## src/rtl/scc_pkg.sv

```systemverilog
// shared types and constants of the sensor compensation block
// used by every module of the block, depends on nothing
`default_nettype none
package scc_pkg;

  // register map, one 64-bit slot per register
  typedef enum logic [2:0] {
    REG_CALIB_TEMP    = 3'd0,
    REG_CALIB_PRESS_A = 3'd1,
    REG_CALIB_PRESS_B = 3'd2,
    REG_CALIB_PRESS_C = 3'd3,
    REG_CALIB_HUM_A   = 3'd4,
    REG_CALIB_HUM_B   = 3'd5
  } reg_idx_t;

  typedef struct packed {
    logic [15:0] t1;
    logic [15:0] t2;
    logic [15:0] t3;
    logic [15:0] p1;
    logic [15:0] p2;
    logic [15:0] p3;
    logic [15:0] p4;
    logic [15:0] p5;
    logic [15:0] p6;
    logic [15:0] p7;
    logic [15:0] p8;
    logic [15:0] p9;
    logic [7:0]  h1;
    logic [15:0] h2;
    logic [7:0]  h3;
    logic [15:0] h4;
    logic [15:0] h5;
    logic [7:0]  h6;
  } calib_t;

  localparam logic [32:0] P_FINE_OFS  = 33'd128000;
  localparam logic [63:0] P_ADC_FULL  = 64'd1048576;
  localparam logic [63:0] P_SCALE     = 64'd3125;
  localparam logic [31:0] H_FINE_OFS  = 32'd76800;
  localparam logic [31:0] H_RND_X     = 32'd16384;
  localparam logic [31:0] H_ADD_A     = 32'd32768;
  localparam logic [31:0] H_ADD_Y     = 32'd2097152;
  localparam logic [31:0] H_RND_Y     = 32'd8192;
  localparam logic [31:0] H_MAX       = 32'd419430400;

  // pipeline depth: input register is stage 0, output register is LAST_STG
  localparam int LAST_STG = 84;

endpackage
`default_nettype wire

```

## src/rtl/scc_dly.sv

```systemverilog
// enabled shift line of N registers that carries a value
// depends on scc_pkg
`default_nettype none
module scc_dly
  import scc_pkg::*;
#(
  parameter int W = 32,
  parameter int N = 2
) (
  input  wire logic         clk,
  input  wire logic         en,
  input  wire logic [W-1:0] d,
  output logic [W-1:0]      q
);

  logic [W-1:0] tap_r [N];

  always_ff @(posedge clk) begin
    if (en) begin
      tap_r[0] <= d;
      for (int i = 1; i < N; i++) begin
        tap_r[i] <= tap_r[i-1];
      end
    end
  end

  assign q = tap_r[N-1];

endmodule
`default_nettype wire

```

## config.mk

```make
export PLATFORM = sky130hd
export DESIGN_NAME = scc_dly
export DESIGN_NICKNAME = d
export VERILOG_FILES = /design/src/rtl/scc_pkg.sv /design/src/rtl/scc_dly.sv
export SDC_FILE = /design/constraint.sdc
export NUM_CORES = 1
export LEC_CHECK = 0
export BUFFER_PORTS_ARGS = -buffer_cell sky130_fd_sc_hd__buf_2
export CORE_MARGIN = 3
export CORE_UTILIZATION = 48
export DETAILED_ROUTE_END_ITERATION = 10
export PLACE_DENSITY = 0.77
export SETUP_SLACK_MARGIN = 0.1
export SYNTH_ARGS = -nofsm -noshare
export SYNTH_HDL_FRONTEND = slang
export SYNTH_SLANG_ARGS = --single-unit
```

## constraint.sdc

```tcl
create_clock -name clk -period 0.8 [get_ports clk]
set_input_delay 0.12 -clock clk [delete_from_list [all_inputs] [get_ports clk]]
set_output_delay 0.12 -clock clk [all_outputs]
set_load 0.02 [all_outputs]
```

==> results of run 1 <==
[routing by layer]
metal	vias up	wire, um	track usage, %	share of wire, %
met4	0	63	7.99	1.8
met1	479	1180	12.4	33
met3	7	237	4.27	6.7
met2	44	2070	27.8	58
li1	480	-	-	-
met5	-	0	0	0
[cells in the mapped netlist]
| master | instances |
|---|---|
| edfxtp_1 | 64 |
| buf_4 | 32 |
[cell usage in the layout, fill, tap and decap left out]
cell            count
edfxtp_1           64
buf_2              44
dlygate4sd3_1      21
buf_6              21
dlymetal6s4s_1     11
clkbuf_8            9
clkinv_1            2
clkbuf_1            2
clkinv_2            2
buf_12              2
bufinv_16           1
[power groups by stage]
stage	combinational (mW)	sequential, mW	clock (mW)
floorplan	0.289	4.09	0
finish	0.619	4.06	2.47
global placement	0.401	4.09	0
global route	0.654	4.08	2.69
CTS	0.559	4.04	2.56
detailed placement	0.413	4.11	0
[stage by stage]
stage               total power, mW  setup slack, ns  hold slack [ns]
global route                   7.43           -0.225            0.163
detailed placement             4.52        -0.000332            0.298
floorplan                      4.38            0.190            0.219
global placement               4.49           0.0139            0.296
finish                         7.15           -0.192            0.158
CTS                            7.16           -0.207            0.273
[what timing repair did]
item | 4_1_cts | 5_1_grt
endpoints found under the hold margin | 32 | 0
setup endpoints to repair | 32 | 43
hold buffers | 32 | 0
pin swaps | 0 | 0
resized for setup | 14 | 39
[worst max path at each step]
stage	from	to	slack [ns]	cells after the start
6_report	tap_r[0][44]	q[12]	-0.19	1
5_1_grt	tap_r[0][44]	q[12]	-0.22	1
4_1_cts	tap_r[0][32]	q[0]	-0.21	1
3_5_place_dp	en	tap_r[0][5]	-0.0003	2
3_3_place_gp	en	tap_r[0][8]	0.01	2
2_1_floorplan	tap_r[0][32]	q[0]	0.19	1
[kinds of logic after synthesis]
family,Yosys count
buffers and inverters,32
flip-flops,64
[area by class of cell]
class                   instances  area (um2)  share of cell area (%)
clock buffers                  11         131                    4.37
well taps                      50        62.6                    2.08
flip-flops and latches         64        1920                    63.9
repair buffers                 99         845                    28.1
clock inverters                 5        47.5                    1.58
==> run_results.csv, run 1 <==
group,metric,value,unit
finish,stdcell_area,3010,um2
hold_path,worstHoldStart,"d[2]",
finish,fillers,240,
cts,cts_setup_buffers,0,
die,start_util,51.8,%
power,swShare,20.0,%
worst_setup_path,start_kind,"flop",
drt,via_per_inst,4.41,
placement,dp_cells,181,
outcome,violations,"setup timing",
yosys,ys_types,2,
global_routing,grt_pass1_wl,5.28,mm
cts,clkTransAtPathRegs,0.06,ns
cts,clockBufferDepth,2,
finish,fin_util,72.1,%
power,pwr_density_cell,2380,nW/um2
cts,cts_root_buf,"clkbuf_8",
finish,largest_reg_flops,64,
drt,wl_per_cell,15.5,um
placement,gp_congestion,0.690,
global_routing,antenna_found_initial,0,
timing,final_max_slew_viol_count,0,
drt,drt_first_pass_iters,4,
placement,detailed_place_hpwl,2.01,mm
hold_path,worstHoldPathCells,2,
global_routing,grt-ovfl-total,0,
flow_run,drv_cap,0,
finish,layout-drive-gt1-share,44.1,%
worst_setup_path,cpPeakStageDelay,0.41,ns
cts,cts_tree,"yes",
yosys,syn_nets,130,
timing,min_period,0.992,ns
yosys,synth_top_area_cell,"edfxtp_1",
worst_setup_path,crit-reg2reg-launch,"tap_r[0][12]",
yosys,synth_compound_area_share,0,%
worst_setup_path,worst_path_max_delay_cell,"edfxtp_1",
yosys,synth_top_area_share,88.9,%
global_routing,grt_pass1_vias,1117,
timing,finalHoldViolations,0,
finish,antenna-diode-count,0,
global_routing,grt_max_degree,36,
timing,worstMarginPinSlew,0.182,ns
power,ir_drop,1170,uV
drt,drt_iter0_markers,72,
die,core_area,4170,um2
yosys,synth_seq_cells,64,
die,rows,23,
cts,clock-sinks,64,
global_routing,grt_use_total,14.2,%
hold_path,hold_path_class,"in -> reg",
power,p_clk_share,34.6,%
yosys,synth_top_family_by_area,"buffers and inverters",
yosys,ys.warnings.count,0,
power,sequentialPowerShare,56.8,%
worst_setup_path,crit_buf_inv,1,
drt,drc,0,
die,dieArea,5350,um2
finish,nNetsFinal,208,
worst_setup_path,cp.arrival,0.87,ns
power,p_int,5.72,mW
finish,area_growth,39.1,%
yosys,muxShareOfSynthArea,0,%
worst_setup_path,endpoint_kind,"primary output",
worst_setup_path,worstPathRequired,0.68,ns
yosys,synth-xor-area-share,0,%
yosys,synth_adder_area_share,0,%
finish,comb.multi_input.count,0,
finish,largest-register,"tap_r",
yosys,syn_avg_cell_area,22.5,um2
timing,setup_tns,-5.23,ns
timing,rsz0062_at_grt,"yes",
timing,setup_viol,32,
power,p_comb_share,8.7,%
cts,htree_levels,3,
yosys,synth-seq-area-share,88.9,%
drt,ant_nets,0,
outcome,status,"complete, but fails checks",
timing,slew_headroom,87.9,%
drt,drt-total-wl,3.55,mm
worst_setup_path,worstRegToRegCells,0,
power,p_leak,1.27,nW
drt,vias,1010,
finish,top_regs,"tap_r (64)",
cts,cts_buffers,9,
timing,fin_crit_sh,124,%
die,fp.dieH,73.1,um
die,die_w,73.1,um
finish,multi_input_area,0,um2
placement,place_area,2350,um2
yosys,ys_top_cells_by_area,"edfxtp_1 89%, buf_4 11%",
placement,portBuffers,65,
finish,stdcell_count,229,
timing,fmaxAchievable,1010,MHz
worst_setup_path,path_cells,"buf_6",
timing,layout_setup_ws,-0.192,ns
die,num_io_pins,66,
yosys,synthSimpleGateAreaFrac,0,%
worst_setup_path,crit_type,"reg -> out",
worst_setup_path,crit_family,"flip-flops",
hold_path,min_to,"tap_r[0][2]",
worst_setup_path,crit_fanout,1,
power,p_sw,1.43,mW
yosys,synthCells,96,
cts,insertion_delay,0.32,ns
yosys,synth_area,2160,um2
timing,clock_skew,0.00448,ns
worst_setup_path,rr_endpoint,"tap_r[0][44]",
worst_setup_path,ff2ff_setup_slack,0.14,ns
Note: power is estimated with default switching activity, not from simulation.
==> run 2, diff against run 1 <==
--- a/config.mk
+++ b/config.mk
@@ -6,10 +6,12 @@
 export NUM_CORES = 1
 export LEC_CHECK = 0
 export BUFFER_PORTS_ARGS = -buffer_cell sky130_fd_sc_hd__buf_2
+export CELL_PAD_IN_SITES_DETAIL_PLACEMENT = 1
+export CELL_PAD_IN_SITES_GLOBAL_PLACEMENT = 1
 export CORE_MARGIN = 3
-export CORE_UTILIZATION = 48
+export CORE_UTILIZATION = 42
 export DETAILED_ROUTE_END_ITERATION = 10
-export PLACE_DENSITY = 0.77
+export PLACE_DENSITY = 0.8
 export SETUP_SLACK_MARGIN = 0.1
 export SYNTH_ARGS = -nofsm -noshare
 export SYNTH_HDL_FRONTEND = slang
==> run 2 against run 1 <==
  * The run still ends with setup timing left
  * Maximum frequency decreased by 4.3%
  * Combinational power up 5.0%
  * Sequential power hardly changed
  * Sequential cell count is the same
  * Power increased by 1.6%
  * Register-to-register slack barely moved
  * First-iteration DRC count grew 15%
  * Sequential share of layout area down 1.0 points
  * Critical path type unchanged
==> run_results.csv, run 2 (same netlist as run 1, synthesis figures left out) <==
group,metric,value,unit
timing,final_max_slew_viol_count,0,
finish,fillers,417,
timing,clock_skew,0.00732,ns
power,p_comb_share,8.9,%
cts,clock-sinks,64,
finish,multi_input_area,0,um2
drt,drt-total-wl,4.14,mm
timing,finalHoldViolations,0,
placement,detailed_place_hpwl,2.35,mm
power,design_power_total,7.27,mW
worst_setup_path,worstPathRequired,0.68,ns
cts,clockBufferDepth,2,
drt,via_per_inst,4.14,
finish,largest_reg_flops,64,
worst_setup_path,endpoint_kind,"primary output",
worst_setup_path,worstRegToRegCells,0,
flow_run,drv_cap,0,
die,num_io_pins,66,
cts,clkTransAtPathRegs,0.07,ns
power,p_clk_share,35.1,%
timing,min_period,1.04,ns
die,fp.dieH,77.8,um
hold_path,worstHoldPathCells,2,
worst_setup_path,startpoint,"tap_r[0][62]",
placement,portBuffers,65,
worst_setup_path,start_kind,"flop",
die,core_area,4850,um2
power,p_sw,1.52,mW
outcome,status,"complete, but fails checks",
die,die_w,77.8,um
global_routing,grt_max_degree,25,
power,pwr_density_cell,2380,nW/um2
worst_setup_path,cp.arrival,0.92,ns
drt,drc,0,
drt,wl_per_cell,16.8,um
finish,largest-register,"tap_r",
global_routing,grt_use_total,15.6,%
global_routing,grt_pass1_wl,6.62,mm
worst_setup_path,rr_endpoint,"tap_r[0][62]",
finish,final_cell_mix,"64 x edfxtp_1, 41 x buf_2, 25 x dlygate4sd3_1",
hold_path,min_to,"tap_r[0][13]",
placement,post-place-ws,-0.00459,ns
finish,area_growth,41.4,%
outcome,violations,"setup timing",
worst_setup_path,worst_path_max_delay_cell,"edfxtp_1",
finish,antenna-diode-count,0,
timing,worstMarginPinSlew,0.179,ns
finish,layout_commonest_cell,"edfxtp_1",
timing,fmaxAchievable,965,MHz
power,p_leak,1.25,nW
timing,setup_viol,32,
worst_setup_path,ff2ff_setup_slack,0.14,ns
die,dieArea,6050,um2
drt,ant_nets,0,
global_routing,grt-ovfl-total,0,
placement,gp_congestion,0.759,
die,start_util,44.6,%
timing,layout_setup_ws,-0.236,ns
cts,cts_buffers,9,
drt,vias,1022,
cts,htree_levels,3,
cts,insertion_delay,0.32,ns
cts,cts_root_buf,"clkbuf_8",
global_routing,grt_pass1_vias,1218,
global_routing,antenna_found_initial,0,
worst_setup_path,path_cells,"buf_6",
power,sequentialPowerShare,56.0,%
drt,drt_iter0_markers,83,
die,rows,25,
finish,layout-drive-gt1-share,44.4,%
power,swShare,21.0,%
worst_setup_path,crit_type,"reg -> out",
finish,top_regs,"tap_r (64)",
hold_path,hold_path_class,"in -> reg",
hold_path,worstHoldStart,"d[13]",
timing,slew_headroom,88.1,%
power,ir_drop,1300,uV
drt,drt_first_pass_iters,5,
worst_setup_path,crit_buf_inv,1,
worst_setup_path,cpPeakStageDelay,0.43,ns
finish,nNetsFinal,209,
finish,comb.multi_input.count,0,
worst_setup_path,crit_family,"flip-flops",
worst_setup_path,crit-reg2reg-launch,"tap_r[0][30]",
timing,setup_tns,-5.55,ns
worst_setup_path,crit_fanout,1,
timing,fin_crit_sh,130,%
cts,cts_tree,"yes",
timing,rsz0062_at_grt,"yes",
finish,fin_util,63.1,%
cts,cts_setup_buffers,0,
power,p_int,5.74,mW
run 2: cell types whose count changed in the layout (fill, tap and decap cells not counted), sizes merged:
cell	previous run	this run
buf	67	68
dlygate4sd3	21	25
dlymetal6s4s	11	7
run 2: timing repair:
action / 4_1_cts / 5_1_grt
setup endpoints to repair: 32 / 39
hold buffers: 32 / 0
resized for setup: 30 / 25
endpoints found under the hold margin: 32 / 0
run 2: power groups by stage:
stage / combinational (mW) / sequential, mW / clock (mW)
global route: 0.693 / 4.09 / 2.76
global placement: 0.415 / 4.09 / 0
detailed placement: 0.428 / 4.12 / 0
floorplan: 0.289 / 4.09 / 0
finish: 0.650 / 4.07 / 2.55
CTS: 0.607 / 4.06 / 2.56
run 2: cell type report:
cell class              count  area (um2)  area share (%)
repair buffers            100         873            28.6
flip-flops and latches     64        1920            62.8
clock inverters             5        47.5            1.55
clock buffers              11         131            4.30
well taps                  67        83.8            2.74
run 2: how the worst max path moves through the flow:
stage	endpoint	cells past startpoint
floorplan	q[0]	1
global placement	tap_r[0][42]	2
detailed placement	tap_r[0][42]	2
CTS	q[17]	1
global route	q[30]	1
finish	q[30]	1
run 2: metrics by stage:
stage / cells / cell area (um2) / hold slack, ns
floorplan: 96 / 2160 / 0.219
global placement: 199 / 2390 / 0.296
detailed placement: 199 / 2390 / 0.298
CTS: 247 / 2980 / 0.277
global route: 247 / 3060 / 0.160
finish: 247 / 3060 / 0.156
run 2: routing by layer:
| layer | up-vias | global-route usage [%] | wire length (um) |
|---|---|---|---|
| li1 | 486 | - | - |
| met1 | 478 | 14.8 | 1390 |
| met2 | 50 | 27.0 | 2260 |
| met3 | 8 | 7.19 | 384 |
| met4 | 0 | 9.96 | 106 |
| met5 | - | 0 | 0 |
==> run 3, diff against run 2 <==
--- a/config.mk
+++ b/config.mk
@@ -7,11 +7,11 @@
 export LEC_CHECK = 0
 export BUFFER_PORTS_ARGS = -buffer_cell sky130_fd_sc_hd__buf_2
 export CELL_PAD_IN_SITES_DETAIL_PLACEMENT = 1
-export CELL_PAD_IN_SITES_GLOBAL_PLACEMENT = 1
+export CELL_PAD_IN_SITES_GLOBAL_PLACEMENT = 2
 export CORE_MARGIN = 3
-export CORE_UTILIZATION = 42
+export CORE_UTILIZATION = 36
 export DETAILED_ROUTE_END_ITERATION = 10
-export PLACE_DENSITY = 0.8
+export PLACE_DENSITY = 0.79
 export SETUP_SLACK_MARGIN = 0.1
 export SYNTH_ARGS = -nofsm -noshare
 export SYNTH_HDL_FRONTEND = slang
==> run 3 against run 2 <==
  * The flow still finishes with violations (setup timing)
  * Register-to-register slack is essentially flat
  * Worst setup slack improved by 0.039 ns
  * Clock-buffer cell count is 1 higher
  * Combinational power decreased by 3.4%
  * Design area down 1.2%
  * Critical path depth stayed put
  * Final cell count up 1.6%
  * Largest power group unchanged
==> run_results.csv, run 3 (same netlist as run 1, synthesis figures left out) <==
group,metric,value,unit
drt,ant_nets,0,
worst_setup_path,crit_family,"flip-flops",
placement,portBuffers,65,
timing,rsz0062_at_grt,"yes",
cts,cts_buffers,9,
timing,setup_viol,32,
worst_setup_path,crit_fanout,1,
finish,multi_input_area,0,um2
worst_setup_path,worstPathRequired,0.68,ns
power,pwr_density_cell,2290,nW/um2
timing,finalHoldViolations,0,
cts,clockBufferDepth,2,
global_routing,grt_use_total,11.1,%
finish,fillers,522,
finish,stdcell_count,251,
drt,drt-total-wl,3.58,mm
placement,post-place-ws,-0.0245,ns
drt,wl_per_cell,14.3,um
die,dieArea,6970,um2
die,num_io_pins,66,
power,ir_drop,1150,uV
finish,layout_commonest_cell,"edfxtp_1",
cts,cts_root_buf,"clkbuf_8",
finish,final_cell_mix,"64 x edfxtp_1, 40 x buf_2, 28 x dlygate4sd3_1",
cts,cts_setup_buffers,0,
timing,worstMarginPinSlew,0.211,ns
outcome,status,"complete, but fails checks",
worst_setup_path,start_kind,"flop",
global_routing,grt-ovfl-total,0,
drt,via_per_inst,4.04,
timing,min_period,0.997,ns
drt,drt_first_pass_iters,3,
worst_setup_path,crit_buf_inv,1,
power,swShare,21.4,%
placement,gp_congestion,0.703,
finish,top_regs,"tap_r (64)",
power,p_leak,1.20,nW
global_routing,grtUsageMet1,11.8,%
cts,insertion_delay,0.32,ns
cts,cts_tree,"yes",
die,rows,27,
timing,fmaxAchievable,1000,MHz
global_routing,grt_max_degree,41,
finish,stdcell_area,3020,um2
die,fp.dieH,83.5,um
worst_setup_path,ff2ff_setup_slack,0.15,ns
die,die_w,83.5,um
worst_setup_path,crit_type,"reg -> out",
timing,layout_setup_ws,-0.197,ns
finish,largest-register,"tap_r",
worst_setup_path,endpoint_kind,"primary output",
timing,clock_skew,0.00618,ns
worst_setup_path,cpPeakStageDelay,0.40,ns
timing,fin_crit_sh,125,%
finish,comb.multi_input.count,0,
die,start_util,38.3,%
drt,drt_iter0_markers,58,
power,p_int,5.43,mW
die,core_area,5640,um2
timing,timing.hold.ws,0.178,ns
global_routing,grt_pass1_vias,1122,
finish,antenna-diode-count,0,
power,p_comb_share,9.1,%
worst_setup_path,path_cells,"buf_6",
drt,drc,0,
finish,nNetsFinal,208,
drt,vias,1014,
power,p_sw,1.48,mW
worst_setup_path,cp.arrival,0.88,ns
finish,largest_reg_flops,64,
finish,layout-drive-gt1-share,44.1,%
global_routing,grt-busiest-layer,"met2",
outcome,violations,"setup timing",
cts,clock-sinks,64,
timing,final_max_slew_viol_count,0,
finish,area_growth,39.7,%
placement,dp_cells,203,
power,sequentialPowerShare,58.8,%
global_routing,antenna_found_initial,0,
global_routing,grt_pass1_wl,5.76,mm
worst_setup_path,worst_path_max_delay_cell,"edfxtp_1",
power,p_clk_share,32.1,%
finish,final-seq-area,1920,um2
cts,clkTransAtPathRegs,0.07,ns
global_routing,gr-usage-met2,19.3,%
global_routing,grtUsageMet3,4.34,%
cts,htree_levels,3,
timing,setup_tns,-5.53,ns
placement,place_area,2380,um2
hold_path,hold_path_class,"in -> reg",
timing,slew_headroom,85.9,%
flow_run,drv_cap,0,
-- run 3: cell count changes in the layout (fill, tap and decap cells not counted) --
cell,before,now
buf_2,41,40
buf_12,3,2
clkinv_1,2,1
dlymetal6s4s_1,7,4
clkbuf_1,2,3
buf_6,24,25
dlygate4sd3_1,25,28
bufinv_16,1,0
clkinvlp_4,0,1
-- run 3: what timing repair did --
action,in CTS,in global routing
resized for setup,26,28
endpoints found under the hold margin,32,0
hold buffers,32,0
endpoints found under the setup margin,32,36
gates cloned,0,0
-- run 3: layer usage --
layer	part of all wire [%]	routed length [um]	up-vias
li1	-	-	479
met4	2.4	87	0
met3	6.3	224	9
met2	55	1980	42
met5	0	0	-
met1	36	1290	484
-- run 3: final timing paths --
kind | from | end | cells after the start
hold / removal | d[27] | tap_r[0][27] | 2
setup reg to reg | tap_r[0][22] | tap_r[0][54] | 0
hold reg to reg | tap_r[0][30] | tap_r[0][62] | 0
setup / recovery | tap_r[0][56] | q[24] | 1
-- run 3: layout make-up --
cell class            count  share of cell area (%)
Clock buffer             12                    4.47
Sequential cell          64                    63.6
Clock inverter            4                   0.704
Timing Repair Buffer     99                    28.2
Tap cell                 72                    2.98
-- run 3: metrics by stage --
stage	util (%)	power, mW
final	53.5	6.91
after global routing	53.5	7.21
after CTS	52.0	6.94
after detailed placement	42.1	4.53
after global placement	42.1	4.50
after floorplan	-	4.38
-- run 3: power groups by stage --
stage / clock network (mW) / logic [mW] / registers, mW
global placement: 0 / 0.401 / 4.10
detailed placement: 0 / 0.414 / 4.11
finish: 2.22 / 0.628 / 4.06
CTS: 2.30 / 0.584 / 4.05
global route: 2.45 / 0.672 / 4.09
floorplan: 0 / 0.289 / 4.09
