==> config.mk <==
export PLATFORM = sky130hd
export DESIGN_NAME = scc_regs
export DESIGN_NICKNAME = d
export VERILOG_FILES = /design/src/rtl/scc_pkg.sv /design/src/rtl/scc_regs.sv
export SDC_FILE = /design/constraint.sdc
export NUM_CORES = 1
export LEC_CHECK = 0
export BUFFER_PORTS_ARGS = -buffer_cell sky130_fd_sc_hd__buf_4
export CAP_MARGIN = 0
export CORE_MARGIN = 2
export CORE_UTILIZATION = 51
export DETAILED_ROUTE_END_ITERATION = 8
export PLACE_DENSITY = 0.86
export SLEW_MARGIN = 15
export SYNTH_ARGS = -nofsm -noshare
export SYNTH_HDL_FRONTEND = slang
export SYNTH_SLANG_ARGS = --single-unit
==> constraint.sdc <==
create_clock -name clk -period 2.2 [get_ports clk]
set_input_delay 0.44 -clock clk [delete_from_list [all_inputs] [get_ports clk]]
set_output_delay 0.44 -clock clk [all_outputs]
set_load 0.03 [all_outputs]
==> src/rtl/scc_pkg.sv <==
// shared types and constants of the sensor compensation block
// used by every module of the block, depends on nothing
`default_nettype none
package scc_pkg;

  // register map, one 64-bit slot per register
  typedef enum logic [2:0] {
    REG_CALIB_TEMP    = 3'd0,
    REG_CALIB_PRESS_A = 3'd1,
    REG_CALIB_PRESS_B = 3'd2,
    REG_CALIB_PRESS_C = 3'd3,
    REG_CALIB_HUM_A   = 3'd4,
    REG_CALIB_HUM_B   = 3'd5
  } reg_idx_t;

  typedef struct packed {
    logic [15:0] t1;
    logic [15:0] t2;
    logic [15:0] t3;
    logic [15:0] p1;
    logic [15:0] p2;
    logic [15:0] p3;
    logic [15:0] p4;
    logic [15:0] p5;
    logic [15:0] p6;
    logic [15:0] p7;
    logic [15:0] p8;
    logic [15:0] p9;
    logic [7:0]  h1;
    logic [15:0] h2;
    logic [7:0]  h3;
    logic [15:0] h4;
    logic [15:0] h5;
    logic [7:0]  h6;
  } calib_t;

  localparam logic [32:0] P_FINE_OFS  = 33'd128000;
  localparam logic [63:0] P_ADC_FULL  = 64'd1048576;
  localparam logic [63:0] P_SCALE     = 64'd3125;
  localparam logic [31:0] H_FINE_OFS  = 32'd76800;
  localparam logic [31:0] H_RND_X     = 32'd16384;
  localparam logic [31:0] H_ADD_A     = 32'd32768;
  localparam logic [31:0] H_ADD_Y     = 32'd2097152;
  localparam logic [31:0] H_RND_Y     = 32'd8192;
  localparam logic [31:0] H_MAX       = 32'd419430400;

  // pipeline depth: input register is stage 0, output register is LAST_STG
  localparam int LAST_STG = 84;

endpackage
`default_nettype wire

==> src/rtl/scc_regs.sv <==
// calibration register file on an apb-style port
// depends on scc_pkg
`default_nettype none
module scc_regs
  import scc_pkg::*;
(
  input  wire logic        clk,
  input  wire logic        rst_n,
  input  wire logic        psel,
  input  wire logic        penable,
  input  wire logic        pwrite,
  input  wire logic [5:0]  paddr,
  input  wire logic [63:0] pwdata,
  output logic [63:0]      prdata,
  output calib_t           calib
);

  logic [47:0] temp_r, pa_r, pb_r, pc_r;
  logic [31:0] ha_r;
  logic [39:0] hb_r;
  reg_idx_t    idx;
  logic        wr;

  assign idx = reg_idx_t'(paddr[5:3]);
  assign wr  = psel && penable && pwrite;

  always_ff @(posedge clk) begin
    if (!rst_n) begin
      temp_r <= '0;
      pa_r   <= '0;
      pb_r   <= '0;
      pc_r   <= '0;
      ha_r   <= '0;
      hb_r   <= '0;
    end else if (wr) begin
      case (idx)
        REG_CALIB_TEMP:    temp_r <= pwdata[47:0];
        REG_CALIB_PRESS_A: pa_r   <= pwdata[47:0];
        REG_CALIB_PRESS_B: pb_r   <= pwdata[47:0];
        REG_CALIB_PRESS_C: pc_r   <= pwdata[47:0];
        REG_CALIB_HUM_A:   ha_r   <= pwdata[31:0];
        REG_CALIB_HUM_B:   hb_r   <= pwdata[39:0];
        default: ;
      endcase
    end
  end

  always_comb begin
    case (idx)
      REG_CALIB_TEMP:    prdata = {16'd0, temp_r};
      REG_CALIB_PRESS_A: prdata = {16'd0, pa_r};
      REG_CALIB_PRESS_B: prdata = {16'd0, pb_r};
      REG_CALIB_PRESS_C: prdata = {16'd0, pc_r};
      REG_CALIB_HUM_A:   prdata = {32'd0, ha_r};
      REG_CALIB_HUM_B:   prdata = {24'd0, hb_r};
      default:           prdata = '0;
    endcase
  end

  always_comb begin
    calib.t1 = temp_r[15:0];
    calib.t2 = temp_r[31:16];
    calib.t3 = temp_r[47:32];
    calib.p1 = pa_r[15:0];
    calib.p2 = pa_r[31:16];
    calib.p3 = pa_r[47:32];
    calib.p4 = pb_r[15:0];
    calib.p5 = pb_r[31:16];
    calib.p6 = pb_r[47:32];
    calib.p7 = pc_r[15:0];
    calib.p8 = pc_r[31:16];
    calib.p9 = pc_r[47:32];
    calib.h1 = ha_r[7:0];
    calib.h2 = ha_r[23:8];
    calib.h3 = ha_r[31:24];
    calib.h4 = hb_r[15:0];
    calib.h5 = hb_r[31:16];
    calib.h6 = hb_r[39:32];
  end

endmodule
`default_nettype wire

==> impl_results.html, run 1 <==
<table>
<tr><th>Metric</th><th>Value</th></tr>
<tr><th colspan="2">Floorplan</th></tr>
<tr><td>Die width</td><td>between 150 and 200 um</td></tr>
<tr><td>Starting density of the core</td><td>0.522</td></tr>
<tr><td>IO Count</td><td>a little over 400</td></tr>
<tr><td>Number of placement rows</td><td>55</td></tr>
<tr><td>Floorplan Core Area</td><td>~23000 um^2</td></tr>
<tr><td>Area of the die</td><td>24500 um^2</td></tr>
<tr><td>Die H</td><td>~160 um</td></tr>
<tr><th colspan="2">Timing</th></tr>
<tr><td>Slew at the pin closest to its max-slew limit</td><td>565 ps</td></tr>
<tr><td>Share of the cycle needed by the critical path after routing</td><td>0.996</td></tr>
<tr><td>Max-slew violation count</td><td>0</td></tr>
<tr><td>Worst clock skew</td><td>0 ps</td></tr>
<tr><td>Tightest slew margin relative to the limit</td><td>0.623</td></tr>
<tr><td>Post-route minimum period</td><td>roughly 2200 ps</td></tr>
<tr><td>Max Fclk</td><td>roughly 460 MHz</td></tr>
<tr><td>Final-layout worst hold slack</td><td>between 200 and 250 ps</td></tr>
<tr><td>Final hold viol count</td><td>0</td></tr>
<tr><td>Finish-stage setup viols</td><td>0</td></tr>
<tr><th colspan="2">Critical path</th></tr>
<tr><td>Minimum setup slack among reg-to-reg paths</td><td>about 1400 ps</td></tr>
<tr><td>Data required time of the worst path</td><td>roughly 1800 ps</td></tr>
<tr><td>Crit-path cells</td><td>buf_4 &gt; buf_12 &gt; mux2_2 &gt; a32oi_1 &gt; nand2_1 &gt; buf_4</td></tr>
<tr><td>Start-to-end type of the worst setup path</td><td>input pin to primary output</td></tr>
<tr><td>Maximum fanout along the worst path</td><td>27</td></tr>
<tr><td>Reg2reg end</td><td>pa_r[12]</td></tr>
<tr><td>Worst reg2reg path startpoint</td><td>pa_r[12]</td></tr>
<tr><td>Count of cells along the worst register-to-register path</td><td>2</td></tr>
<tr><td>Data arrival time of the worst path</td><td>between 1500 and 2000 ps</td></tr>
<tr><td>Worst setup EP type</td><td>primary output</td></tr>
<tr><td>Kind of start point of the critical path</td><td>input pin</td></tr>
<tr><td>Slowest CP cell</td><td>sky130_fd_sc_hd__mux2_2</td></tr>
<tr><td>Most used cell along the critical path</td><td>sky130_fd_sc_hd__buf_4</td></tr>
<tr><td>Highest cell delay on the worst timing path</td><td>roughly 380 ps</td></tr>
<tr><th colspan="2">Cells and area</th></tr>
<tr><td>Fraction of layout instances using a drive strength above 1</td><td>0.350</td></tr>
<tr><td>Layout overhead on the synthesized area</td><td>35.4%</td></tr>
<tr><td>Fill cell total of the finished layout</td><td>1616</td></tr>
<tr><td>Area occupied by multi-input gates</td><td>6000 um^2</td></tr>
<tr><td>Area taken by flip-flops and latches</td><td>~5300 um^2</td></tr>
<tr><td>Utilization after layout</td><td>0.707</td></tr>
<tr><td>Total Nets Final</td><td>~1600</td></tr>
<tr><th colspan="2">Placed design</th></tr>
<tr><td>Quantity of I/O buffers inserted on ports</td><td>between 300 and 400</td></tr>
<tr><td>Routability Congestion</td><td>0.849</td></tr>
<tr><td>Post-detailed-placement half-perimeter wirelength</td><td>about 28000 um</td></tr>
<tr><th colspan="2">Detailed routing</th></tr>
<tr><td>Drt initial violations</td><td>766</td></tr>
<tr><td>Routed wire length</td><td>40800 um</td></tr>
<tr><td>Number of routed nets with antenna violations</td><td>0</td></tr>
<tr><td>Final routed wire length divided by cell count</td><td>22.1 um</td></tr>
<tr><td>Number of design rule violations left after detail routing</td><td>0</td></tr>
<tr><td>Via-to-Cell Ratio</td><td>slightly below 6</td></tr>
<tr><td>Total via count after detailed routing</td><td>between 10000 and 15000</td></tr>
<tr><td>DRT Pass-1 Iters</td><td>5</td></tr>
<tr><th colspan="2">Global route</th></tr>
<tr><td>Vias in the first global route</td><td>10700</td></tr>
<tr><td>GRT Residual Overflow</td><td>0</td></tr>
<tr><td>Antenna violations before repair</td><td>1</td></tr>
<tr><td>Pin count of the biggest net entering global routing</td><td>70</td></tr>
<tr><td>All-Layer GR Usage</td><td>0.320</td></tr>
<tr><td>First-pass GRT wire length</td><td>60800 um</td></tr>
<tr><th colspan="2">Logic synthesis</th></tr>
<tr><td>Synth Warn #</td><td>0</td></tr>
<tr><td>Cell area after synthesis</td><td>between 10000 and 15000 um^2</td></tr>
<tr><td>Mapped Cells</td><td>roughly 1200</td></tr>
<tr><td>Flip-flop and latch count after synthesis</td><td>264</td></tr>
<tr><td>Synth Area per Inst</td><td>9.98 um^2</td></tr>
<tr><td>Compound-Gate Fraction of Synth Area</td><td>0.0603</td></tr>
<tr><td>Largest family of logic cells by synthesized area</td><td>multiplexers</td></tr>
<tr><td>Sequential area share after synthesis</td><td>0.446</td></tr>
<tr><td>Top flip-flop cell by instance count after synthesis</td><td>sky130_fd_sc_hd__dfxtp_1</td></tr>
<tr><td>Largest area contributor in the netlist</td><td>sky130_fd_sc_hd__dfxtp_1</td></tr>
<tr><td>XOR/XNOR share of the synthesized area</td><td>0</td></tr>
<tr><td>Fraction of the mapped netlist area in simple logic gates</td><td>0.123</td></tr>
<tr><td>Area contributors post-synth</td><td>sky130_fd_sc_hd__dfxtp_1, sky130_fd_sc_hd__mux2i_1, sky130_fd_sc_hd__nand2_1</td></tr>
<tr><td>Fraction of synthesized cell area taken by the top area cell type</td><td>0.446</td></tr>
<tr><td>Synth Area in Adders</td><td>0</td></tr>
<tr><td>Number of synthesized flops with an enable pin</td><td>0</td></tr>
<tr><td>Fraction of synthesis flops using an asynchronous set or reset pin</td><td>0</td></tr>
<tr><td>Multiplexer fraction of the synthesized cell area</td><td>0.313</td></tr>
<tr><td>Yosys cell types</td><td>39</td></tr>
<tr><th colspan="2">Outcome</th></tr>
<tr><td>Run status</td><td>complete, no violations</td></tr>
<tr><th colspan="2">CTS</th></tr>
<tr><td>Number of buffers inserted to repair setup after CTS</td><td>0</td></tr>
<tr><td>Clock tree from TritonCTS</td><td>built</td></tr>
<tr><td>H-tree depth</td><td>1</td></tr>
<tr><td>Clk_lat worst skew</td><td>550 ps</td></tr>
<tr><td>Number of hold buffers added after CTS</td><td>0</td></tr>
<tr><td>Clock root buffer</td><td>sky130_fd_sc_hd__clkbuf_16</td></tr>
<tr><td>CTS sink cnt</td><td>264</td></tr>
<tr><td>Maximum buffer depth of the clock tree</td><td>3</td></tr>
<tr><td>Clock slew seen by the registers of the worst setup and hold paths</td><td>about 50 ps</td></tr>
<tr><td>Clock buffers created by TritonCTS</td><td>28</td></tr>
<tr><th colspan="2">Power</th></tr>
<tr><td>Worst IR Drop VDD</td><td>approximately 0.64 mV</td></tr>
<tr><td>Total power consumption of the routed design</td><td>~11 mW</td></tr>
<tr><td>Static leakage</td><td>between 6 and 7 nW</td></tr>
<tr><td>Pwr Density</td><td>~660 nW/um^2</td></tr>
<tr><th colspan="2">Flow run</th></tr>
<tr><td>Maximum capacitance violations</td><td>0</td></tr>
<tr><th colspan="2">Hold path</th></tr>
<tr><td>Hold path depth</td><td>3</td></tr>
<tr><td>Hold wc startpoint</td><td>pwdata[46]</td></tr>
<tr><td>Worst hold path type</td><td>input pin to register</td></tr>
<tr><td>End of the worst hold path</td><td>pb_r[46]</td></tr>
</table>
==> placed cells by master (no fill, tap or decap), types with 2 or more instances in the layout <==
cell,n
sky130_fd_sc_hd__a21oi_1,7
sky130_fd_sc_hd__buf_4,394
sky130_fd_sc_hd__nor2_4,6
sky130_fd_sc_hd__clkbuf_16,28
sky130_fd_sc_hd__conb_1,16
sky130_fd_sc_hd__mux2i_1,292
sky130_fd_sc_hd__nor2_2,2
sky130_fd_sc_hd__o21a_1,2
sky130_fd_sc_hd__nand3_1,3
sky130_fd_sc_hd__a221oi_2,2
sky130_fd_sc_hd__a22oi_1,17
sky130_fd_sc_hd__clkbuf_1,3
sky130_fd_sc_hd__mux2_2,54
sky130_fd_sc_hd__clkinvlp_4,2
sky130_fd_sc_hd__clkbuf_8,5
sky130_fd_sc_hd__a221oi_1,5
sky130_fd_sc_hd__o2bb2ai_1,4
sky130_fd_sc_hd__a32oi_1,28
sky130_fd_sc_hd__a21o_1,2
sky130_fd_sc_hd__nor3_1,2
sky130_fd_sc_hd__o21ai_1,8
sky130_fd_sc_hd__buf_6,4
sky130_fd_sc_hd__and2_1,9
sky130_fd_sc_hd__nor2b_2,2
sky130_fd_sc_hd__mux4_2,8
sky130_fd_sc_hd__buf_12,22
sky130_fd_sc_hd__o221ai_1,5
sky130_fd_sc_hd__bufinv_16,3
sky130_fd_sc_hd__o211ai_1,8
sky130_fd_sc_hd__clkinv_2,6
sky130_fd_sc_hd__nand2b_1,2
sky130_fd_sc_hd__nand2_1,328
sky130_fd_sc_hd__dfxtp_1,264
sky130_fd_sc_hd__o21ai_0,4
==> report_power, final <==
part	switching (mW)	internal, mW	leakage (nW)
sequential	0.0316	4.82	2.13
combinational	0.588	0.317	3.99
clock	1.95	2.84	0.458
total	2.57	7.97	6.58
==> worst max-delay path by stage <==
stage | start | endpoint | slack [ps] | cells after the start
finish | paddr[3] | prdata[10] | 10 | 6
global route | paddr[3] | prdata[10] | -5 | 7
CTS | temp_r[42] | prdata[42] | 20 | 3
detailed placement | paddr[3] | prdata[0] | -30 | 5
global placement | paddr[3] | prdata[30] | -40 | 5
floorplan | paddr[3] | prdata[0] | 50 | 5
==> worst max-delay path: cells and delay by family <==
| kind | cells | cell delay, ps |
|---|---|---|
| mux | 1 | 380 |
| simple gates | 1 | 150 |
| compound gates | 1 | 170 |
| buf+inv | 3 | 590 |
==> sequential cells by signal, summed over array words and instances (netlist names) <==
name and cells:
ha_r 32, hb_r 40, pa_r 48, pb_r 48
pc_r 48, temp_r 48
==> through the flow <==
step	instances	setup slack (ps)	cell area, um^2	setup TNS, ps
final	1847	9.89	16000	0
after global routing	1847	-5.30	16000	-5.30
after CTS	1846	16.9	16000	0
after detailed placement	1798	-31.9	15100	-62.5
after global placement	1798	-38.6	15100	-46.6
after floorplan	1202	50.0	11900	0
==> cell usage after synthesis, types with 2 or more instances <==
library cell	n
sky130_fd_sc_hd__o21a_1	2
sky130_fd_sc_hd__mux2_2	54
sky130_fd_sc_hd__a21o_1	2
sky130_fd_sc_hd__nor2b_1	4
sky130_fd_sc_hd__buf_2	16
sky130_fd_sc_hd__nand2b_1	2
sky130_fd_sc_hd__a32oi_1	28
sky130_fd_sc_hd__o2bb2ai_1	4
sky130_fd_sc_hd__nand3_1	3
sky130_fd_sc_hd__dfxtp_1	264
sky130_fd_sc_hd__nor2_4	2
sky130_fd_sc_hd__nor3_1	2
sky130_fd_sc_hd__o211ai_1	8
sky130_fd_sc_hd__a221oi_1	7
sky130_fd_sc_hd__buf_8	4
sky130_fd_sc_hd__a21oi_1	7
sky130_fd_sc_hd__buf_1	4
sky130_fd_sc_hd__o21ai_0	12
sky130_fd_sc_hd__a22oi_1	17
sky130_fd_sc_hd__mux4_2	8
sky130_fd_sc_hd__nand2_1	328
sky130_fd_sc_hd__nor2_1	5
sky130_fd_sc_hd__clkbuf_1	41
sky130_fd_sc_hd__buf_4	39
sky130_fd_sc_hd__and2_1	10
sky130_fd_sc_hd__mux2i_1	292
sky130_fd_sc_hd__buf_6	6
sky130_fd_sc_hd__o221ai_1	5
==> metal layers <==
metal  up-vias  GRT usage  wire [um]
met5         -          0          0
met4         0      0.148       1480
met3       101     0.0831       3940
met2       549      0.544      20000
met1      5172      0.378      15500
li1       4818          -          -
==> cells by family (layout without fill, tap and decap cells) <==
| group | after synthesis | after routing |
|---|---|---|
| buffers and inverters | 112 | 471 |
| and+or+nand+nor | 362 | 362 |
| DFF | 264 | 264 |
| AOI/OAI and AO/OA | 94 | 94 |
| muxes | 354 | 354 |
| other | 1 | 17 |
==> final cells by class <==
type                    instances  share of cell area
well taps                     285              0.0222
multi-input cells             826               0.374
inverters                       2            0.000468
clock buffers                  36              0.0487
repair buffers                421               0.216
clock inverters                12             0.00943
flip-flops and latches        264               0.329
diodes                          1            0.000156
==> timing repair <==
item / 4_1_cts / 5_1_grt
gates resized for setup: 2 / 6
endpoints found under the setup margin: 5 / 12
hold endpoints to repair: 0 / 0
No activity file was read; power rests on OpenSTA's default activity.
==> run 2: changes to the inputs <==
==> constraint.sdc (replaced) <==
create_clock -name clk -period 2.2 [get_ports clk]
set_input_delay 0.33 -clock clk [delete_from_list [all_inputs] [get_ports clk]]
set_output_delay 0.33 -clock clk [all_outputs]
set_load 0.03 [all_outputs]
==> run 2 against run 1 <==
Critical path depth down 1. Wire length down 2.1%. Global-route usage shrank 0.56 points. Combinational power is 2.7% lower. Final cell count down 0.11%. Core utilization fell by 0.57 points. Critical endpoint is now prdata[28]. Largest power group unchanged. Highest routed layer unchanged.
==> impl_results.html, run 2 (synthesis results as in run 1) <==
<table>
<tr><th>Metric</th><th>Value</th></tr>
<tr><th colspan="2">Outcome</th></tr>
<tr><td>Run status</td><td>complete, no violations</td></tr>
<tr><th colspan="2">Placed design</th></tr>
<tr><td>Number of cells in the design after placement</td><td>1794</td></tr>
<tr><td>Pre-CTS WS</td><td>around 78 ps</td></tr>
<tr><td>Routability Congestion</td><td>about 0.89</td></tr>
<tr><td>Quantity of I/O buffers inserted on ports</td><td>roughly 370</td></tr>
<tr><td>Post-detailed-placement half-perimeter wirelength</td><td>around 28000 um</td></tr>
<tr><th colspan="2">Critical path</th></tr>
<tr><td>Data arrival time of the worst path</td><td>around 1800 ps</td></tr>
<tr><td>Data required time of the worst path</td><td>approximately 1900 ps</td></tr>
<tr><td>Kind of start point of the critical path</td><td>input pin</td></tr>
<tr><td>Crit-path cells</td><td>buf_4 &gt; nor2b_2 &gt; a32oi_1 &gt; o211ai_1 &gt; buf_4</td></tr>
<tr><td>Maximum fanout along the worst path</td><td>13</td></tr>
<tr><td>Most used cell along the critical path</td><td>sky130_fd_sc_hd__buf_4</td></tr>
<tr><td>Worst setup EP type</td><td>primary output</td></tr>
<tr><td>Slowest CP cell</td><td>sky130_fd_sc_hd__nor2b_2</td></tr>
<tr><td>Start-to-end type of the worst setup path</td><td>input pin to primary output</td></tr>
<tr><td>Highest cell delay on the worst timing path</td><td>approximately 790 ps</td></tr>
<tr><th colspan="2">Global route</th></tr>
<tr><td>Antenna violations before repair</td><td>2</td></tr>
<tr><td>GRT Residual Overflow</td><td>0</td></tr>
<tr><td>All-Layer GR Usage</td><td>0.314</td></tr>
<tr><td>Pin count of the biggest net entering global routing</td><td>between 70 and 80</td></tr>
<tr><td>Vias in the first global route</td><td>10600</td></tr>
<tr><td>First-pass GRT wire length</td><td>60300 um</td></tr>
<tr><th colspan="2">Timing</th></tr>
<tr><td>RSZ-0062 raised after global routing</td><td>false</td></tr>
<tr><td>Final hold viol count</td><td>0</td></tr>
<tr><td>Share of the cycle needed by the critical path after routing</td><td>0.977</td></tr>
<tr><td>Finish-stage setup viols</td><td>0</td></tr>
<tr><td>Max-slew violation count</td><td>0</td></tr>
<tr><td>Max Fclk</td><td>about 470 MHz</td></tr>
<tr><td>Final WS setup</td><td>~51 ps</td></tr>
<tr><td>Worst clock skew</td><td>0 ps</td></tr>
<tr><td>Post-route minimum period</td><td>around 2100 ps</td></tr>
<tr><td>Final-layout worst hold slack</td><td>145 ps</td></tr>
<tr><td>Slew at the pin closest to its max-slew limit</td><td>approximately 950 ps</td></tr>
<tr><td>Tightest slew margin relative to the limit</td><td>0.362</td></tr>
<tr><td>Final TNS setup</td><td>0 ps</td></tr>
<tr><th colspan="2">Detailed routing</th></tr>
<tr><td>Number of design rule violations left after detail routing</td><td>0</td></tr>
<tr><td>DRT Pass-1 Iters</td><td>5</td></tr>
<tr><td>Routed wire length</td><td>40000 um</td></tr>
<tr><td>Drt initial violations</td><td>around 810</td></tr>
<tr><td>Via-to-Cell Ratio</td><td>5.71</td></tr>
<tr><td>Number of routed nets with antenna violations</td><td>0</td></tr>
<tr><td>Final routed wire length divided by cell count</td><td>roughly 22 um</td></tr>
<tr><td>Total via count after detailed routing</td><td>roughly 11000</td></tr>
<tr><th colspan="2">Power</th></tr>
<tr><td>Worst IR Drop VDD</td><td>around 0.57 mV</td></tr>
<tr><td>Total power consumption of the routed design</td><td>between 10 and 15 mW</td></tr>
<tr><td>Pwr Density</td><td>roughly 650 nW/um^2</td></tr>
<tr><td>Static leakage</td><td>6.53 nW</td></tr>
<tr><th colspan="2">CTS</th></tr>
<tr><td>Clock tree from TritonCTS</td><td>built</td></tr>
<tr><td>Count of cells resized by post-cts repair</td><td>0</td></tr>
<tr><td>Number of hold buffers added after CTS</td><td>0</td></tr>
<tr><td>Maximum buffer depth of the clock tree</td><td>3</td></tr>
<tr><td>Clock slew seen by the registers of the worst setup and hold paths</td><td>roughly 60 ps</td></tr>
<tr><td>CTS sink cnt</td><td>264</td></tr>
<tr><td>Number of buffers inserted to repair setup after CTS</td><td>0</td></tr>
<tr><td>Clock buffers created by TritonCTS</td><td>27</td></tr>
<tr><td>Clock root buffer</td><td>sky130_fd_sc_hd__clkbuf_16</td></tr>
<tr><td>H-tree depth</td><td>1</td></tr>
<tr><td>Clk_lat worst skew</td><td>between 500 and 600 ps</td></tr>
<tr><th colspan="2">Floorplan</th></tr>
<tr><td>Area of the die</td><td>about 24000 um^2</td></tr>
<tr><td>Floorplan Core Area</td><td>approximately 23000 um^2</td></tr>
<tr><td>Die H</td><td>~160 um</td></tr>
<tr><td>IO Count</td><td>~400</td></tr>
<tr><td>Number of placement rows</td><td>55</td></tr>
<tr><td>Starting density of the core</td><td>0.522</td></tr>
<tr><td>Die width</td><td>around 160 um</td></tr>
<tr><th colspan="2">Cells and area</th></tr>
<tr><td>Layout overhead on the synthesized area</td><td>34.3%</td></tr>
<tr><td>Total Nets Final</td><td>~1600</td></tr>
<tr><td>Most common library cell in the layout ignoring fill and taps</td><td>sky130_fd_sc_hd__buf_4</td></tr>
<tr><td>Leading cell types in the layout, fill and taps excluded</td><td>sky130_fd_sc_hd__buf_4, sky130_fd_sc_hd__nand2_1, sky130_fd_sc_hd__mux2i_1</td></tr>
<tr><td>Fraction of layout instances using a drive strength above 1</td><td>0.345</td></tr>
<tr><td>Layout Cells excl Fill</td><td>~1800</td></tr>
<tr><th colspan="2">Flow run</th></tr>
<tr><td>Maximum capacitance violations</td><td>0</td></tr>
<tr><th colspan="2">Hold path</th></tr>
<tr><td>Worst hold path type</td><td>input pin to register</td></tr>
</table>
==> run 2: cell count changes in the layout (fill, tap and decap cells not counted), sizes merged <==
cell	previous run	this run
clkbuf	36	41
clkinvlp	2	0
bufinv	3	2
clkinv	7	6
inv	2	3
diode	1	2
buf	421	416
==> run 2: cell type report <==
class	count	area [um^2]
Antenna cell	2	5.00
Clock buffer	40	815
Clock inverter	9	98.8
Fill cell	1657	6790
Inverter	2	7.51
Multi-Input combinational cell	826	5990
Sequential cell	264	5290
Tap cell	285	357
Timing Repair Buffer	417	3360
==> run 2: worst paths after layout <==
path | from | to | slack (ps) | cells past startpoint
min | pwdata[47] | pa_r[47] | 150 | 3
max reg2reg | hb_r[36] | hb_r[36] | 1490 | 2
min reg2reg | pa_r[46] | pa_r[46] | 470 | 2
max | paddr[3] | prdata[28] | 50 | 5
==> run 2: metal layers <==
layer	vias up	track usage	part of all wire
li1	4800	-	-
met5	-	0	0
met2	556	0.543	0.49
met1	5092	0.367	0.38
met3	96	0.0958	0.10
met4	0	0.117	0.030
==> run 2: report_power, final <==
group	internal [mW]	switching (mW)
clock network	2.78	1.91
logic	0.301	0.580
registers	4.82	0.0303
==> run 2: critical path: cells and delay by family <==
kind | cells | cell delay, ps
compound gates | 2 | 330
buf+inv | 2 | 360
simple gates | 1 | 790
==> run 2: metrics by stage <==
step           cell area (um^2)  utilization
2_1_floorplan             11900            -
3_3_place_gp              15000        0.660
3_5_place_dp              15000        0.660
4_1_cts                   15900        0.701
5_1_grt                   15900        0.701
6_report                  15900        0.701
